File: src/hdl/fpsl_pkg.sv
`timescale 1ns / 1ps
// ---------------------------------------------------------------------------
// fpsl_pkg
// Shared types and constants of the passive serial configuration loader.
// ---------------------------------------------------------------------------
package fpsl_pkg;

    localparam int LEN_W       = 25;
    localparam int TRAIL_W     = 6;
    localparam int STEP_W      = 6;
    localparam int CFG_DATA_W  = 25;
    localparam int IN_DATA_W   = 16;
    localparam int OUT_DATA_W  = 8;

    localparam logic [TRAIL_W-1:0] MAX_TRAIL     = 6'd32;
    localparam logic [LEN_W-1:0]   LEN_RESET     = 25'd163840;
    localparam logic [TRAIL_W-1:0] TRAIL_RESET   = 6'd19;
    localparam logic [STEP_W-1:0]  BITS_PER_BYTE = 6'd8;

    // Configuration register indexes.
    localparam logic CFG_IMAGE_LENGTH    = 1'b0;
    localparam logic CFG_TRAILING_CLOCKS = 1'b1;

    typedef enum logic [1:0] {
        FUNC_START = 2'd0,
        FUNC_BYTE  = 2'd1,
        FUNC_POLL  = 2'd2
    } func_t;

    typedef enum logic [2:0] {
        PH_IDLE  = 3'd0,
        PH_WAIT  = 3'd1,
        PH_LOAD  = 3'd2,
        PH_DONE  = 3'd3,
        PH_ERROR = 3'd4,
        PH_ENDED = 3'd5
    } phase_t;

    typedef enum logic [2:0] {
        ST_WORKING = 3'd0,
        ST_WAITING = 3'd1,
        ST_ERROR   = 3'd2,
        ST_DONE    = 3'd3,
        ST_ENDED   = 3'd4,
        ST_REJECT  = 3'd5
    } load_status_t;

    // Kind of pin sequence the back end has to play.
    typedef enum logic [1:0] {
        CMD_SINGLE = 2'd0,
        CMD_PULSE  = 2'd1,
        CMD_SHIFT  = 2'd2
    } cmd_kind_t;

    // One classified item handed from the front end to the back end.
    typedef struct packed {
        cmd_kind_t            kind;
        logic [7:0]           data_byte;
        logic                 held_bit;
        load_status_t         final_status;
        logic [TRAIL_W-1:0]   trail;
    } cmd_t;

    // One result on the pins.
    typedef struct packed {
        logic         reset_line;
        logic         clock_pulse;
        logic         data_bit;
        load_status_t load_status;
        logic         last;
    } result_t;

endpackage

File: src/hdl/fpsl_front.sv
`timescale 1ns / 1ps
// ---------------------------------------------------------------------------
// fpsl_front
// Accepts input items, tracks the load phase and turns each item into a
// pin sequence command for the back end.
// ---------------------------------------------------------------------------
module fpsl_front
(
    input  logic                           clk,
    input  logic                           rst_n,
    input  logic                           cfg_we,
    input  logic                           cfg_addr,
    input  logic [fpsl_pkg::CFG_DATA_W-1:0] cfg_wdata,
    input  logic                           in_valid,
    output logic                           in_ready,
    input  logic [1:0]                     func,
    input  logic                           pulse_reset,
    input  logic [7:0]                     data_byte,
    input  logic                           status_pin,
    input  logic                           done_pin,
    input  logic                           q_full,
    output logic                           q_push,
    output fpsl_pkg::cmd_t                 q_cmd
);
    import fpsl_pkg::*;

    phase_t              phase_reg, phase_next;
    logic [LEN_W-1:0]    bytes_sent_reg, bytes_sent_next;
    logic                held_bit_reg, held_bit_next;
    logic [LEN_W-1:0]    image_length_reg;
    logic [TRAIL_W-1:0]  trailing_clocks_reg;
    logic [LEN_W-1:0]    limit;
    logic [LEN_W-1:0]    sent_inc;
    logic [TRAIL_W-1:0]  trail_sat;
    logic                accept;

    assign in_ready = !q_full;
    assign accept   = in_valid && in_ready;
    assign q_push   = accept;

    // Configuration registers.
    always_ff @(posedge clk or negedge rst_n)
    begin
        if (!rst_n)
        begin
            image_length_reg    <= LEN_RESET;
            trailing_clocks_reg <= TRAIL_RESET;
        end
        else if (cfg_we)
        begin
            if (cfg_addr == CFG_IMAGE_LENGTH)
                image_length_reg <= cfg_wdata[LEN_W-1:0];
            else
                trailing_clocks_reg <= cfg_wdata[TRAIL_W-1:0];
        end
    end

    // Phase and load counters.
    always_ff @(posedge clk or negedge rst_n)
    begin
        if (!rst_n)
        begin
            phase_reg      <= PH_IDLE;
            bytes_sent_reg <= '0;
            held_bit_reg   <= 1'b0;
        end
        else
        begin
            phase_reg      <= phase_next;
            bytes_sent_reg <= bytes_sent_next;
            held_bit_reg   <= held_bit_next;
        end
    end

    // A zero length acts as one; the trailing count saturates.
    assign limit     = (image_length_reg == '0) ? LEN_W'(1) : image_length_reg;
    assign sent_inc  = bytes_sent_reg + LEN_W'(1);
    assign trail_sat = (trailing_clocks_reg > MAX_TRAIL) ? MAX_TRAIL : trailing_clocks_reg;

    // Classify the item against the current phase.
    always_comb
    begin
        phase_next         = phase_reg;
        bytes_sent_next    = bytes_sent_reg;
        held_bit_next      = held_bit_reg;
        q_cmd.kind         = CMD_SINGLE;
        q_cmd.data_byte    = data_byte;
        q_cmd.held_bit     = held_bit_reg;
        q_cmd.final_status = ST_REJECT;
        q_cmd.trail        = '0;
        if (accept)
        begin
            case (func_t'(func))
                FUNC_START:
                begin
                    bytes_sent_next = '0;
                    if (pulse_reset)
                    begin
                        q_cmd.kind = CMD_PULSE;
                        if (status_pin)
                        begin
                            phase_next         = PH_LOAD;
                            q_cmd.final_status = ST_WORKING;
                        end
                        else
                        begin
                            phase_next         = PH_WAIT;
                            q_cmd.final_status = ST_WAITING;
                        end
                    end
                    else
                    begin
                        phase_next         = PH_LOAD;
                        q_cmd.final_status = ST_WORKING;
                    end
                end
                FUNC_POLL:
                begin
                    if (phase_reg == PH_WAIT)
                    begin
                        if (status_pin)
                        begin
                            phase_next         = PH_LOAD;
                            q_cmd.final_status = ST_WORKING;
                        end
                        else
                        begin
                            q_cmd.final_status = ST_WAITING;
                        end
                    end
                end
                FUNC_BYTE:
                begin
                    if (phase_reg == PH_LOAD)
                    begin
                        q_cmd.kind         = CMD_SHIFT;
                        q_cmd.final_status = ST_WORKING;
                        bytes_sent_next    = sent_inc;
                        held_bit_next      = data_byte[7];
                        if (!status_pin)
                        begin
                            phase_next         = PH_ERROR;
                            q_cmd.final_status = ST_ERROR;
                        end
                        else if (done_pin)
                        begin
                            phase_next         = PH_DONE;
                            q_cmd.final_status = ST_DONE;
                            q_cmd.trail        = trail_sat;
                        end
                        else if (sent_inc >= limit)
                        begin
                            phase_next         = PH_ENDED;
                            q_cmd.final_status = ST_ENDED;
                        end
                    end
                end
                default:
                begin
                    q_cmd.final_status = ST_REJECT;
                end
            endcase
        end
    end

endmodule

File: src/hdl/fpsl_queue.sv
`timescale 1ns / 1ps
// ---------------------------------------------------------------------------
// fpsl_queue
// Two-entry command queue between the front end and the back end.
// ---------------------------------------------------------------------------
module fpsl_queue
(
    input  logic           clk,
    input  logic           rst_n,
    input  logic           push,
    input  fpsl_pkg::cmd_t push_cmd,
    output logic           full,
    input  logic           pop,
    output logic           head_valid,
    output fpsl_pkg::cmd_t head_cmd
);
    import fpsl_pkg::*;

    cmd_t        entry_reg [2];
    logic        wr_ptr_reg, wr_ptr_next;
    logic        rd_ptr_reg, rd_ptr_next;
    logic [1:0]  count_reg, count_next;

    assign full       = (count_reg == 2'd2);
    assign head_valid = (count_reg != 2'd0);
    assign head_cmd   = entry_reg[rd_ptr_reg];

    // Entry storage.
    always_ff @(posedge clk)
    begin
        if (push)
            entry_reg[wr_ptr_reg] <= push_cmd;
    end

    // Pointer and fill count update.
    always_comb
    begin
        wr_ptr_next = wr_ptr_reg ^ push;
        rd_ptr_next = rd_ptr_reg ^ pop;
        count_next  = count_reg + {1'b0, push} - {1'b0, pop};
    end

    always_ff @(posedge clk or negedge rst_n)
    begin
        if (!rst_n)
        begin
            wr_ptr_reg <= 1'b0;
            rd_ptr_reg <= 1'b0;
            count_reg  <= 2'd0;
        end
        else
        begin
            wr_ptr_reg <= wr_ptr_next;
            rd_ptr_reg <= rd_ptr_next;
            count_reg  <= count_next;
        end
    end

endmodule

File: src/hdl/fpsl_back.sv
`timescale 1ns / 1ps
// ---------------------------------------------------------------------------
// fpsl_back
// Plays each command as a run of pin results, one per cycle while the output is not stalled,
// into an output register.
// ---------------------------------------------------------------------------
module fpsl_back
(
    input  logic              clk,
    input  logic              rst_n,
    input  logic              q_valid,
    input  fpsl_pkg::cmd_t    q_cmd,
    output logic              q_pop,
    output logic              out_valid,
    input  logic              out_ready,
    output fpsl_pkg::result_t out_result
);
    import fpsl_pkg::*;

    cmd_t               cmd_reg, cmd_next;
    logic               busy_reg, busy_next;
    logic [STEP_W-1:0]  step_reg, step_next;
    logic               valid_reg, valid_next;
    result_t            result_reg, result_next;
    result_t            cur;
    logic [STEP_W-1:0]  end_step;
    logic               advance;
    logic               is_last;

    assign out_valid  = valid_reg;
    assign out_result = result_reg;

    // Index of the final result of the current command.
    always_comb
    begin
        case (cmd_reg.kind)
            CMD_PULSE: end_step = STEP_W'(1);
            CMD_SHIFT: end_step = BITS_PER_BYTE - STEP_W'(1) + cmd_reg.trail;
            default:   end_step = '0;
        endcase
    end

    assign advance = busy_reg && (!valid_reg || out_ready);
    assign is_last = (step_reg == end_step);
    assign q_pop   = q_valid && (!busy_reg || (advance && is_last));

    // Result for the current step.
    always_comb
    begin
        cur.reset_line  = 1'b1;
        cur.clock_pulse = 1'b0;
        cur.data_bit    = cmd_reg.held_bit;
        cur.load_status = cmd_reg.final_status;
        cur.last        = is_last;
        case (cmd_reg.kind)
            CMD_PULSE:
            begin
                if (step_reg == '0)
                begin
                    cur.reset_line  = 1'b0;
                    cur.load_status = ST_WORKING;
                end
            end
            CMD_SHIFT:
            begin
                cur.clock_pulse = 1'b1;
                if (step_reg < BITS_PER_BYTE)
                    cur.data_bit = cmd_reg.data_byte[step_reg[2:0]];
                else
                    cur.data_bit = cmd_reg.data_byte[7];
                if (step_reg < BITS_PER_BYTE - STEP_W'(1))
                    cur.load_status = ST_WORKING;
                else if (step_reg >= BITS_PER_BYTE)
                    cur.load_status = ST_DONE;
            end
            default:
            begin
                cur.reset_line = 1'b1;
            end
        endcase
    end

    // Sequencer and output register.
    always_comb
    begin
        cmd_next    = cmd_reg;
        busy_next   = busy_reg;
        step_next   = step_reg;
        valid_next  = valid_reg && !out_ready;
        result_next = result_reg;
        if (advance)
        begin
            valid_next  = 1'b1;
            result_next = cur;
            step_next   = step_reg + STEP_W'(1);
            if (is_last)
                busy_next = 1'b0;
        end
        if (q_pop)
        begin
            cmd_next  = q_cmd;
            busy_next = 1'b1;
            step_next = '0;
        end
    end

    always_ff @(posedge clk or negedge rst_n)
    begin
        if (!rst_n)
        begin
            busy_reg  <= 1'b0;
            step_reg  <= '0;
            valid_reg <= 1'b0;
        end
        else
        begin
            busy_reg  <= busy_next;
            step_reg  <= step_next;
            valid_reg <= valid_next;
        end
    end

    always_ff @(posedge clk)
    begin
        cmd_reg    <= cmd_next;
        result_reg <= result_next;
    end

endmodule

File: src/hdl/fpga_passive_serial_loader_top.sv
`timescale 1ns / 1ps
// The first result of an item passes through a queue entry, the back end's command register
// and output register. The back end sends one result per cycle unless the output stalls:
// eight per image byte plus trailing clocks after done, one or two per start, one per poll.
// A two-entry command queue lets the front end take items while the back end shifts.
// Reset (rst_n, asynchronous, active low) sets phase idle, byte count zero,
// held data bit zero, image_length 163840 and trailing_clocks 19.
// ---------------------------------------------------------------------------
// fpga_passive_serial_loader_top
// Master side of a passive serial FPGA configuration load.
// ---------------------------------------------------------------------------
module fpga_passive_serial_loader_top
(
    input  logic                             clk,
    input  logic                             rst_n,
    input  logic                             cfg_we,
    input  logic                             cfg_addr,
    input  logic [fpsl_pkg::CFG_DATA_W-1:0]  cfg_wdata,
    input  logic                             s_tvalid,
    output logic                             s_tready,
    // Fields from bit 0: pulse_reset, data_byte[7:0], status_pin, done_pin, zero fill.
    input  logic [fpsl_pkg::IN_DATA_W-1:0]   s_tdata,
    // Fields from bit 0: func[1:0].
    input  logic [1:0]                       s_tuser,
    output logic                             m_tvalid,
    input  logic                             m_tready,
    // Fields from bit 0: reset_line, clock_pulse, data_bit, load_status[2:0], zero fill.
    output logic [fpsl_pkg::OUT_DATA_W-1:0]  m_tdata,
    output logic                             m_tlast
);
    import fpsl_pkg::*;

    logic    q_full;
    logic    q_push;
    cmd_t    push_cmd;
    logic    q_pop;
    logic    q_valid;
    cmd_t    head_cmd;
    result_t result;

    // Front end: classification and load phase.
    fpsl_front u_front
    (
        .clk         (clk),
        .rst_n       (rst_n),
        .cfg_we      (cfg_we),
        .cfg_addr    (cfg_addr),
        .cfg_wdata   (cfg_wdata),
        .in_valid    (s_tvalid),
        .in_ready    (s_tready),
        .func        (s_tuser),
        .pulse_reset (s_tdata[0]),
        .data_byte   (s_tdata[8:1]),
        .status_pin  (s_tdata[9]),
        .done_pin    (s_tdata[10]),
        .q_full      (q_full),
        .q_push      (q_push),
        .q_cmd       (push_cmd)
    );

    // Command queue.
    fpsl_queue u_queue
    (
        .clk        (clk),
        .rst_n      (rst_n),
        .push       (q_push),
        .push_cmd   (push_cmd),
        .full       (q_full),
        .pop        (q_pop),
        .head_valid (q_valid),
        .head_cmd   (head_cmd)
    );

    // Back end: pin sequencer.
    fpsl_back u_back
    (
        .clk        (clk),
        .rst_n      (rst_n),
        .q_valid    (q_valid),
        .q_cmd      (head_cmd),
        .q_pop      (q_pop),
        .out_valid  (m_tvalid),
        .out_ready  (m_tready),
        .out_result (result)
    );

    // Output packing.
    assign m_tdata = {2'b00, result.load_status, result.data_bit,
                      result.clock_pulse, result.reset_line};
    assign m_tlast = result.last;

    // A rejected item never clocks the device and always ends its run.
    assert property (@(posedge clk) disable iff (!rst_n)
        (m_tvalid && (m_tdata[5:3] == ST_REJECT)) |-> (!m_tdata[1] && m_tlast))
        else $error("rejected result carries a clock or is not last");

    // The low half of a reset pulse is never clocked and never ends a run.
    assert property (@(posedge clk) disable iff (!rst_n)
        (m_tvalid && !m_tdata[0]) |-> (!m_tdata[1] && !m_tlast))
        else $error("reset pulse low half malformed");

    // A status beyond the defined codes never reaches the output.
    assert property (@(posedge clk) disable iff (!rst_n)
        m_tvalid |-> (m_tdata[5:3] <= ST_REJECT))
        else $error("undefined load status");

endmodule

File: config.mk
export PLATFORM = sky130hd
export DESIGN_NAME = fpga_passive_serial_loader_top
export DESIGN_NICKNAME = d
export VERILOG_FILES = /design/src/hdl/fpsl_pkg.sv /design/src/hdl/fpsl_front.sv /design/src/hdl/fpsl_queue.sv /design/src/hdl/fpsl_back.sv /design/src/hdl/fpga_passive_serial_loader_top.sv
export SDC_FILE = /design/constraint.sdc
export NUM_CORES = 1
export LEC_CHECK = 0
export ABC_AREA = 1
export BUFFER_PORTS_ARGS = -buffer_cell sky130_fd_sc_hd__buf_4
export CORE_MARGIN = 5
export CORE_UTILIZATION = 60
export CTS_CLUSTER_SIZE = 20
export DETAILED_ROUTE_END_ITERATION = 12
export PLACE_DENSITY = 0.88
export REMOVE_ABC_BUFFERS = 1
export SYNTH_ARGS = -nofsm -noshare
export SYNTH_HDL_FRONTEND = slang
export SYNTH_SLANG_ARGS = --single-unit
export TNS_END_PERCENT = 10
File: constraint.sdc
create_clock -name clk -period 8.14 [get_ports clk]
set_input_delay 0.814 -clock clk [delete_from_list [all_inputs] [get_ports clk]]
set_output_delay 0.814 -clock clk [all_outputs]
set_load 0.01 [all_outputs]
==> results.sh, run 1 <==
export IMPL_die_width_um=119.8
export IMPL_critPathKind="reg -> reg"
export IMPL_die_area_sq_um=14350
export IMPL_drt_pass1_iterations=5
export IMPL_drive_above_1_share=0.1456
export IMPL_n_antenna_cell=0
export IMPL_peakVddDrop_mv=0.1887
export IMPL_slowest_delay_ps=450
export IMPL_crit_family="simple AND/OR/NAND/NOR gates"
export IMPL_clk_pin_slew_worst_paths_ps=60
export IMPL_tightest_slew_ps=963.6
export IMPL_numClockSinks=139
export IMPL_num_vias=5564
export IMPL_io_pins=60
export IMPL_core_sq_um=11910
export IMPL_die_height_um=119.8
export IMPL_fin_hold_ws_ps=481.2
export IMPL_status="finished clean"
export IMPL_numCtsBuffers=17
export IMPL_drt_total_wl_um=14670
export IMPL_cts_tree="done"
export IMPL_ys_seq_elements=139
export IMPL_insertion_delay_ps=420
export IMPL_fin_tns_setup_ps=0
export IMPL_nets=948
export IMPL_endpoint_kind="flip-flop"
export IMPL_min_path_type="reg -> reg"
export IMPL_grt_first_pass_wirelength_um=24130
export IMPL_synth_edff_count=67
export IMPL_startpoint="u_front.bytes_sent_reg[0]$_DFFE_PN0P_"
export IMPL_rows=40
export IMPL_drt_iter0_markers=509
export IMPL_final_max_slew_viol_count=0
export IMPL_clk_path_buf_depth=2
export IMPL_slew_headroom=0.3576
export IMPL_finalSetupViolCount=0
export IMPL_crit_path_frequent_cell="nand2_1"
export IMPL_synthesis_area_sq_um=7234
export IMPL_cp_max_fo=5
export IMPL_min_from="u_front.held_bit_reg$_DFFE_PN0P_"
export IMPL_grt_usage=0.2115
export IMPL_cap_violations=0
export IMPL_ctsHoldBuffers=0
export IMPL_grt_max_degree=73
export IMPL_grt_overflow_total=0
export IMPL_viasPerCell=5.460
export IMPL_fmax_mhz=279.1
export IMPL_area_growth_pct=15.88
export IMPL_io_buffers=52
export IMPL_synth_cell_types=47
export IMPL_cp_arrival_ps=3720
export IMPL_crit_chain="ha_1, nand3_2, nor2_2, nand4_2, nor2_2, nand3_1, nor2_1, nand2_1, nand2_1, inv_1, ha_1, nand2_1, nor2_1, nand2_1, nor2_1, nand2_1, o21ai_0, nor2_1, nand3_1, nand2_1, nand3_1"
export IMPL_grt_pass1_vias=5222
export IMPL_synth_avg_cell_area_sq_um=9.020
export IMPL_finalClockSkew_ps=9.356
export IMPL_syn_inst=802
export IMPL_htreeDepth=4
export IMPL_min_period_ps=3583
export IMPL_routabilityCongestion=0.8952
export IMPL_total_power_mw=2.755
export IMPL_crit_required_ps=8280
export IMPL_antenna_found_initial=0
export IMPL_cts_resized=0
export IMPL_dp_hpwl_um=9760
export IMPL_largest_reg_flops=40
export IMPL_cpMaxStageDelayCell="dfrtp_1"
export IMPL_r2r_slack_ps=4560
export IMPL_period_share=0.4401
export IMPL_reg2reg_from="u_front.bytes_sent_reg[0]$_DFFE_PN0P_"
export IMPL_start_kind="flip-flop"
export IMPL_synth_top_flop_cell="edfxtp_1"
export IMPL_detail_route_wl_per_cell_um=14.40
export IMPL_drc_errors=0
export IMPL_ant_nets=0
export IMPL_ys_async_sr_fraction=0.5180
export IMPL_rsz0062_at_grt="false"
export IMPL_yosysSeqAreaShare=0.5280
export IMPL_crit_buf_inv=1
export IMPL_clock_tree_root_cell="clkbuf_16"
export IMPL_power_density_nw_per_um2=328.6
export IMPL_initial_utilization=0.6074
export IMPL_ys_warn_count=0
export IMPL_p_leak_nw=4.017
export IMPL_final_hold_viol_count=0
export IMPL_cts_setup_buffers=0
-- worst reg2reg max path, delay by kind of cell (launching register included) --
kind	cells	cell delay, ps
buf+inv	1	50
simple gates	17	2160
compound gates	1	70
flops	1	450
fa+ha+maj	2	590
-- power by group --
part           switching (mW)  internal [mW]
Clock                   0.293          0.522
Combinational           0.518          0.283
Sequential              0.139           1.00
Total                   0.950           1.80
-- cells by family after synthesis --
family          Yosys count  synth area share
compound gates           98           0.07523
xor+xnor                 19           0.02508
fa+ha+maj                40           0.06918
buf+inv                 137           0.07299
flops                   139            0.5280
other cells               1         0.0005184
simple gates            368            0.2290
-- metrics by stage --
step                instances  utilization  setup slack (ps)  instance area (sq um)
floorplan                 787            -              5448                   7167
global placement          987       0.6505              4999                   7749
detailed placement        987       0.6505              4909                   7749
CTS                      1019       0.7038              4653                   8383
global route             1019       0.7038              4322                   8383
finish                   1019       0.7038              4557                   8383
-- synth_stat cells (2+ instances only) --
cell type	number	area (sq um)
nand2_1	206	773.2
inv_1	110	412.9
dfrtp_1	67	1677
edfxtp_1	67	2012
nor2_1	62	232.7
ha_1	40	500.5
o21ai_0	34	170.2
nand3_1	33	165.2
a21oi_1	32	160.2
nand4_1	21	131.4
xor2_1	15	131.4
nor3_1	12	60.06
o22ai_1	11	68.82
clkbuf_1	8	30.03
inv_2	8	30.03
o21ai_1	8	40.04
nor2_4	6	67.56
dfstp_2	5	131.4
nor2_2	5	31.28
nand3_2	4	40.04
nor4_1	4	25.02
buf_1	3	11.26
buf_2	3	15.01
nand2_2	3	18.77
nand3b_1	3	22.52
a21o_1	2	15.01
buf_4	2	15.01
clkinv_1	2	7.510
nand4_2	2	25.02
nor3_2	2	20.02
o21a_1	2	15.01
o21bai_1	2	15.01
or2_2	2	12.51
xnor2_1	2	17.52
xor2_2	2	32.53
-- final timing paths --
kind,to,depth (start not counted)
worst max-delay path,u_queue.entry_reg[0][8]$_DFFE_PP_,21
worst min-delay path,u_queue.entry_reg[1][9]$_DFFE_PP_,0
worst max register to register,u_queue.entry_reg[0][8]$_DFFE_PP_,21
worst min register to register,u_queue.entry_reg[1][9]$_DFFE_PP_,0
max in group asynchronous,u_back.step_reg[0]$_DFFE_PN0P_,1
min in group asynchronous,u_front.image_length_reg[22]$_DFFE_PN0P_,1
-- layout make-up --
type	instances	area (sq um)
timing repair buffer	53	397.9
tap	147	183.9
fill	789	3528
clock buffer	19	442.9
multi-input combinational	527	2890
sequential	139	3820
inverter	121	456.7
clock inverter	13	191.4
-- layout by cell type (no fill, tap or decap), types with 5 or more instances in the layout --
master      instances
a21oi_1            32
buf_4              53
clkbuf_16          17
clkinvlp_4          6
dfrtp_1            67
dfstp_2             5
edfxtp_1           67
ha_1               40
inv_1             110
inv_2               8
nand2_1           206
nand3_1            33
nand4_1            21
nor2_1             62
nor2_2              5
nor2_4              6
nor3_1             12
o21ai_0            34
o21ai_1             8
o22ai_1            11
xor2_1             15
-- metal layers --
| layer | part of all wire | track usage |
|---|---|---|
| met1 | 0.43 | 0.2785 |
| met2 | 0.49 | 0.3528 |
| met3 | 0.055 | 0.03440 |
| met4 | 0.022 | 0.08304 |
| met5 | 0 | 0 |
Note: power is estimated with default switching activity, not from simulation.
==> run 2: changes to the inputs <==
==> constraint.sdc (replaced) <==
create_clock -name clk -period 3.75 [get_ports clk]
set_input_delay 0.375 -clock clk [delete_from_list [all_inputs] [get_ports clk]]
set_output_delay 0.375 -clock clk [all_outputs]
set_load 0.01 [all_outputs]
==> run 2 against run 1 <==
  * Clock-buffer cell count decreased by 1
  * Via count is 2.0% higher
  * Sequential cell count unchanged
  * Critical endpoint unchanged
  * Critical path type unchanged
  * Largest power group unchanged
  * Fmax increased by 5.8%
  * Non-clock buffer count rose by 1
  * Register-to-register slack lost 4200 ps
==> results.sh, run 2 (synthesized netlist as in run 1, its figures left out) <==
export IMPL_status="finished clean"
export IMPL_dr_wl_met3_um=896
export IMPL_drt_total_wl_um=15430
export IMPL_antenna_found_initial=0
export IMPL_cp_arrival_ps=3540
export IMPL_nets=949
export IMPL_crit_required_ps=3910
export IMPL_grt_usage=0.2271
export IMPL_finalSetupViolCount=0
export IMPL_clk_pin_slew_worst_paths_ps=60
export IMPL_min_period_ps=3388
export IMPL_num_vias=5673
export IMPL_most_common_layout_cells="nand2_1 (206), inv_1 (110), dfrtp_1 (67), edfxtp_1 (67), nor2_1 (62)"
export IMPL_insertion_delay_ps=420
export IMPL_final_max_slew_viol_count=0
export IMPL_fmax_mhz=295.2
export IMPL_n_antenna_cell=0
export IMPL_htreeDepth=4
export IMPL_dp_hpwl_um=10090
export IMPL_largest_reg_flops=40
export IMPL_start_kind="flip-flop"
export IMPL_viasPerCell=5.562
export IMPL_tightest_slew_ps=981.2
export IMPL_final_hold_viol_count=0
export IMPL_ctsHoldBuffers=0
export IMPL_endpoint_kind="flip-flop"
export IMPL_grt_first_pass_wirelength_um=25840
export IMPL_grt_pass1_vias=5555
export IMPL_die_height_um=119.8
export IMPL_drt_pass1_iterations=5
export IMPL_final_common_cell="nand2_1"
export IMPL_cp_max_fo=5
export IMPL_finalClockSkew_ps=5.786
export IMPL_ant_nets=0
export IMPL_core_sq_um=11910
export IMPL_total_power_mw=5.919
export IMPL_route_met2_wl_um=7689
export IMPL_die_area_sq_um=14350
export IMPL_p_leak_nw=4.008
export IMPL_critPathKind="reg -> reg"
export IMPL_fin_tns_setup_ps=0
export IMPL_detail_route_wl_per_cell_um=15.13
export IMPL_clk_path_buf_depth=2
export IMPL_rsz0062_at_grt="false"
export IMPL_rows=40
export IMPL_area_growth_pct=15.50
export IMPL_reg2reg_from="u_front.bytes_sent_reg[0]$_DFFE_PN0P_"
export IMPL_cts_tree="done"
export IMPL_top_layer="met4"
export IMPL_routabilityCongestion=0.8923
export IMPL_initial_utilization=0.6074
export IMPL_grt_overflow_total=0
export IMPL_cap_violations=0
export IMPL_io_pins=60
export IMPL_startpoint="u_front.bytes_sent_reg[0]$_DFFE_PN0P_"
export IMPL_power_density_nw_per_um2=708.4
export IMPL_peakVddDrop_mv=0.4215
export IMPL_slew_headroom=0.3458
export IMPL_nFillCells=811
export IMPL_drc_errors=0
export IMPL_cts_setup_buffers=0
export IMPL_numClockSinks=139
export IMPL_grt_max_degree=73
export IMPL_drt_iter0_markers=488
export IMPL_die_width_um=119.8
export IMPL_io_buffers=52
export IMPL_min_path_type="in -> async"
export IMPL_drive_above_1_share=0.1478
export IMPL_period_share=0.9034
export IMPL_wl_met1_um=6449
export IMPL_clock_tree_root_cell="clkbuf_16"
export IMPL_numCtsBuffers=17
-- run 2: cell types whose count changed in the layout (fill, tap and decap cells not counted), sizes merged --
| cell | before | now |
|---|---|---|
| bufinv | 4 | 2 |
| clkinv | 3 | 5 |
| inv | 121 | 123 |
| buf | 53 | 54 |
| clkbuf | 19 | 18 |
| clkinvlp | 6 | 5 |
-- run 2: worst paths after layout --
check / end / slack (ps) / cells after the start
min: u_front.image_length_reg[18]$_DFFE_PN0P_ / 90 / 1
min in group clk: u_queue.entry_reg[0][11]$_DFFE_PP_ / 130 / 1
max in group asynchronous: u_back.out_valid$_DFF_PN0_ / 3090 / 1
max reg2reg: u_queue.entry_reg[0][8]$_DFFE_PP_ / 360 / 21
max: u_queue.entry_reg[0][8]$_DFFE_PP_ / 360 / 21
min reg2reg: u_front.phase_reg[0]$_DFFE_PN0P_ / 470 / 2
-- run 2: what timing repair did --
item,CTS,global route
endpoints found under the setup margin,0,3
resized for setup,0,1
endpoints found under the hold margin,0,0
-- run 2: cell type report --
class                      instances  area, sq um  area share
inverter                         121        456.7     0.05466
multi-input combinational        527         2897      0.3467
sequential                       139         3820      0.4572
clock buffer                      18        429.2     0.05136
timing repair buffer              54        405.4     0.04852
tap                              147        183.9     0.02201
clock inverter                    14        163.9     0.01962
-- run 2: where the power goes --
| group | internal [mW] | total [mW] | switching (mW) |
|---|---|---|---|
| clock network | 0.993 | 1.67 | 0.679 |
| registers | 2.17 | 2.47 | 0.302 |
| logic | 0.620 | 1.78 | 1.16 |
| total | 3.78 | 5.92 | 2.14 |
-- run 2: worst max-delay path, cell delays in order, from the launching register on --
cell     delay (ps)
dfrtp_1         450
ha_1            240
nand3_2         140
nor2_2          190
nand4_2         150
nor2_2          170
nand3_1         160
nor2_1          130
nand2_1          50
nand2_1          80
inv_1            50
ha_1            320
nand2_1          80
nor2_1           50
nand2_1         120
nor2_1           60
nand2_1          60
o21ai_0          70
nor2_1          240
nand3_1         130
nand2_1          80
nand3_1         100
-- run 2: through the flow --
step                setup WS (ps)  area (sq um)  hold WS [ps]  utilization  instances
finish                      362.3          8356         90.66       0.7015       1020
global route                6.021          8356         115.1       0.7015       1020
CTS                         428.6          8349         112.5       0.7009       1020
global placement            620.0          7756         449.4       0.6512        988
floorplan                    1058          7167         79.41            -        787
detailed placement          508.1          7756         465.4       0.6512        988
-- run 2: layer usage --
layer | GRT usage | up-vias
met3 | 0.05514 | 39
met4 | 0.09234 | 0
li1 | - | 2747
met2 | 0.3803 | 206
met5 | 0 | -
met1 | 0.2842 | 2681
